## src/hw/rtl/dpwp_pkg.sv

```systemverilog
`timescale 1ns / 1ps

package dpwp_pkg;

    // Port field widths
    localparam int PIX_W    = 10;
    localparam int DEPTH_W  = 16;
    localparam int COORD_W  = 32;
    localparam int CFG_W    = 64;
    localparam int CFG_IDX_W = 8;

    // Default pixel coordinate width
    localparam int COORD_BITS_DEF = 10;

    // Pinhole intrinsics
    localparam int FOCAL     = 585;
    localparam int FOCAL_W   = 10;
    localparam int CENTRE_X  = 320;
    localparam int CENTRE_Y  = 240;
    localparam logic [DEPTH_W-1:0] DEPTH_INVALID = 16'hFFFF;

    // Pose register file
    localparam int NUM_REGS    = 8;
    localparam int NUM_ENTRIES = 16;

    // Output scaling: q = num * 8192 / (w * 125)
    localparam int SCALE_SHIFT = 13;
    localparam int DIV_K       = 125;
    localparam int DIV_K_W     = 7;

    // Quotient bits kept by the divider (saturation only needs 2^33)
    localparam int QUOT_BITS = 33;

    // Decoupling queue depth
    localparam int QUEUE_DEPTH = 2;

    typedef logic [COORD_W-1:0] q16_t;

    // Width of one pose row dot product for a given coordinate width
    function automatic int sum_width(input int coord_bits);
        return coord_bits + 53;
    endfunction

endpackage

```

## src/hw/rtl/dpwp_queue.sv

```systemverilog
`timescale 1ns / 1ps

module dpwp_queue #(
    parameter int WIDTH = 8,
    parameter int DEPTH = dpwp_pkg::QUEUE_DEPTH
) (
    input  logic             clk,
    input  logic             rst_n,
    input  logic             push,
    input  logic [WIDTH-1:0] push_data,
    output logic             full,
    output logic             pop_valid,
    output logic [WIDTH-1:0] pop_data
);

    localparam int PTW = (DEPTH > 1) ? $clog2(DEPTH) : 1;
    localparam int CNW = $clog2(DEPTH + 1);

    logic [WIDTH-1:0] mem_reg [DEPTH];
    logic [PTW-1:0]   wr_ptr_reg;
    logic [PTW-1:0]   wr_ptr_next;
    logic [PTW-1:0]   rd_ptr_reg;
    logic [PTW-1:0]   rd_ptr_next;
    logic [CNW-1:0]   count_reg;
    logic [CNW-1:0]   count_next;
    logic             do_push;
    logic             do_pop;

    // The back end takes the head every cycle it is present
    assign full      = (count_reg == CNW'(DEPTH));
    assign pop_valid = (count_reg != '0);
    assign pop_data  = mem_reg[rd_ptr_reg];
    assign do_push   = push && !full;
    assign do_pop    = pop_valid;

    always_comb
    begin
        wr_ptr_next = wr_ptr_reg;
        rd_ptr_next = rd_ptr_reg;
        if (do_push)
        begin
            wr_ptr_next = (wr_ptr_reg == PTW'(DEPTH - 1)) ? '0 : wr_ptr_reg + PTW'(1);
        end
        if (do_pop)
        begin
            rd_ptr_next = (rd_ptr_reg == PTW'(DEPTH - 1)) ? '0 : rd_ptr_reg + PTW'(1);
        end
        count_next = count_reg + CNW'(do_push) - CNW'(do_pop);
    end

    always_ff @(posedge clk or negedge rst_n) begin
        if (!rst_n)
        begin
            wr_ptr_reg <= '0;
            rd_ptr_reg <= '0;
            count_reg  <= '0;
        end
        else
        begin
            wr_ptr_reg <= wr_ptr_next;
            rd_ptr_reg <= rd_ptr_next;
            count_reg  <= count_next;
        end
    end

    always_ff @(posedge clk) begin
        if (do_push)
        begin
            mem_reg[wr_ptr_reg] <= push_data;
        end
    end

endmodule

```

## config.mk

```make
export PLATFORM = sky130hd
export DESIGN_NAME = dpwp_queue
export DESIGN_NICKNAME = d
export VERILOG_FILES = /design/src/hw/rtl/dpwp_pkg.sv /design/src/hw/rtl/dpwp_queue.sv
export SDC_FILE = /design/constraint.sdc
export NUM_CORES = 1
export LEC_CHECK = 0
export BUFFER_PORTS_ARGS = -buffer_cell sky130_fd_sc_hd__buf_4
export CAP_MARGIN = 20
export CORE_MARGIN = 2
export CORE_UTILIZATION = 49
export CTS_BUF_LIST = sky130_fd_sc_hd__clkbuf_16
export DETAILED_ROUTE_END_ITERATION = 6
export GPL_TIMING_DRIVEN = 0
export PLACE_DENSITY = 0.79
export SLEW_MARGIN = 10
export SYNTH_ARGS = -nofsm -noshare
export SYNTH_HDL_FRONTEND = slang
export SYNTH_SLANG_ARGS = --single-unit
```

## constraint.sdc

```tcl
create_clock -name clk -period 1.5 [get_ports clk]
set_clock_uncertainty 0.05 [all_clocks]
set_input_delay 0.375 -clock clk [delete_from_list [all_inputs] [get_ports clk]]
set_output_delay 0.375 -clock clk [all_outputs]
set_load 0.01 [all_outputs]
```

==> results.py <==
metrics = {
    "timing": {
        "fin_crit_sh_pct": 108.1,
        "fmax_mhz": 616.9,
        "tns_ns": -0.9484,
        "rsz0062_at_grt": "true",
        "slew_headroom_pct": 72.93,
        "worst-slew-pin-transition_ns": 0.4056,
        "setup_ws_ns": -0.1209,
        "drv_slew": 0,
        "fin_crit_ns": 1.621,
        "finalHoldViolations": 0,
        "setup_viol": 8,
        "holdWs_ns": 0.2530,
    },
    "floorplan": {
        "io_pins": 21,
        "die_x_um": 43.98,
        "die_y_um": 43.98,
        "coreArea_um2": 1506,
        "fp-row-count": 14,
        "die_area_um2": 1934,
        "start_util_pct": 51.99,
    },
    "global_route": {
        "antenna_found_initial": 0,
        "grt_pass1_wl_mm": 1.966,
        "gr-total-overflow": 0,
        "grt_max_degree": 13,
        "grtUsageTotal_pct": 16.43,
        "first_global_vias": 396,
    },
    "routing": {
        "drt_wl_total_mm": 1.206,
        "ant_nets": 0,
        "vias": 409,
        "post_drt_wl_per_cell_um": 14.53,
        "drtIter0Drc": 4,
        "viasPerCell": 4.928,
        "drc": 0,
        "dr_wl_met2_um": 634,
        "wl_met1_um": 488,
        "wl_met3_um": 74,
        "top_layer_used": "met4",
        "first_pass_iters": 3,
    },
    "logic_synthesis": {
        "synth_warnings": 0,
        "synth_top_family_by_area": "multiplexers",
        "syn_inst": 39,
        "post_synth_xor_area_fraction_pct": 2.236,
        "synthMuxAreaShare_pct": 15.34,
        "syn_nets": 50,
        "synth.distinct_cells": 14,
        "synth-seq-cells": 20,
        "seq_area_frac_synth_pct": 74.12,
        "syn_avg_cell_area_um2": 20.08,
        "synth_simple_gate_area_share_pct": 6.390,
        "synth_area_um2": 783.3,
        "yosys.area_share.adder_pct": 0,
        "synth-compound-area-share_pct": 0,
    },
    "layout": {
        "fin_area_um2": 1132,
        "fin_util_pct": 75.17,
        "largest_reg_flops": 16,
        "area_delta_synth_final_pct": 44.57,
        "antenna_cells": 0,
        "fin_cells": 83,
        "final_common_cell": "edfxtp_1",
        "multi_input_area_um2": 191.4,
        "layout_common_cells": "edfxtp_1, buf_4, buf_6",
        "regArea_um2": 580.6,
        "nets": 79,
        "fill_cells": 96,
        "drive_above_1_share_pct": 61.19,
    },
    "placement": {
        "place_inst": 75,
        "dpl.hpwl_um": 846.7,
        "port_buffers": 20,
        "place_area_um2": 953.4,
        "gp_congestion": 0.6038,
        "pre_cts_ws_ns": -0.04092,
    },
    "critical_path": {
        "arrival_ns": 1.20,
        "cp-start-kind": "flop",
        "critical_path_class": "flop to output pin",
        "critPathCaptureType": "output pin",
        "max_stage_delay_ns": 0.37,
        "path_max_fanout": 9,
        "path_common_cell": "buf_6",
        "critical_path.top_delay_family": "flip-flops",
        "crit_buf_inv": 2,
        "crit_chain": "buf_6, mux2_4, buf_6",
        "slowest_stage": "dfrtp_1",
        "cp_data_required_time_ns": 1.07,
    },
    "clock_network": {
        "clkSinkCount": 20,
        "path_clk_slew_ns": 0.06,
        "cts_tree": "yes",
        "h-tree-depth": 1,
        "insertion_delay_ns": 0.25,
        "cts-root-buf": "clkbuf_16",
        "numCtsBuffers": 3,
        "cts_max_path_buffers": 2,
    },
    "status": {
        "status": "finished with violations",
        "violations": "setup timing",
    },
    "job": {
        "cap_violations": 0,
    },
    "min_path": {
        "worstHoldPathType": "primary input to flop",
    },
    "power_and_ir_drop": {
        "power_density_nw_per_um2": 1899,
        "ir_drop_uv": 1047,
        "cellLeakagePower_nw": 0.4950,
        "power.total_mw": 2.150,
    },
}
cells by family (layout without fill, tap and decap cells):
kind of cell,after synthesis,in the layout
flops,20,20
mux,8,8
simple gates,7,7
xor+xnor,2,2
buf+inv,2,30
layer usage:
layer | vias up | global-route usage (%)
li1 | 197 | -
met1 | 192 | 19.32
met2 | 18 | 22.94
met3 | 2 | 7.917
met4 | 0 | 12.73
met5 | - | 0
final timing paths:
| check | from | to | slack (ns) | depth (start not counted) |
|---|---|---|---|---|
| setup reg to reg | count_reg[1] | mem_reg[0][1] | 0.07 | 4 |
| max in group asynchronous | rst_n | count_reg[1] | 0.90 | 2 |
| setup / recovery | rd_ptr_reg | pop_data[7] | -0.12 | 3 |
| hold / removal | push_data[0] | mem_reg[1][0] | 0.25 | 1 |
| hold reg to reg | count_reg[0] | count_reg[1] | 0.48 | 1 |
| min in group asynchronous | rst_n | wr_ptr_reg | 0.40 | 2 |
timing repair:
action / CTS / global route
buffers inserted: 2 / 1
setup endpoints to repair: 17 / 26
hold endpoints to repair: 4 / 0
pin swaps: 0 / 1
hold buffers: 1 / 0
resized for setup: 9 / 3
power breakdown:
| part | internal [mW] | switching, mW |
|---|---|---|
| Clock | 0.529 | 0.198 |
| Combinational | 0.403 | 0.248 |
| Sequential | 0.729 | 0.0418 |
| Total | 1.66 | 0.488 |
area by class of cell:
type	instances	share of cell area (%)
clock inverters	1	2.652
inverters	1	0.3315
multi-input cells	17	16.91
well taps	16	1.768
plain buffers	1	0.9945
clock buffers	3	6.630
repair buffers	24	19.45
flip-flops and latches	20	51.27
Yosys cell counts, drive strengths merged:
cell	n	share of area, %
nand2	1	0.48
xor2	1	1.1
mux2	8	15
or2	1	1.1
and2	1	0.96
buf	1	1.4
nand2b	2	2.6
xnor2	1	1.1
inv	1	0.48
nor2	1	0.48
and3	1	0.80
edfxtp	16	61
dfrtp	4	13
No activity file was read; power rests on OpenSTA's default activity.
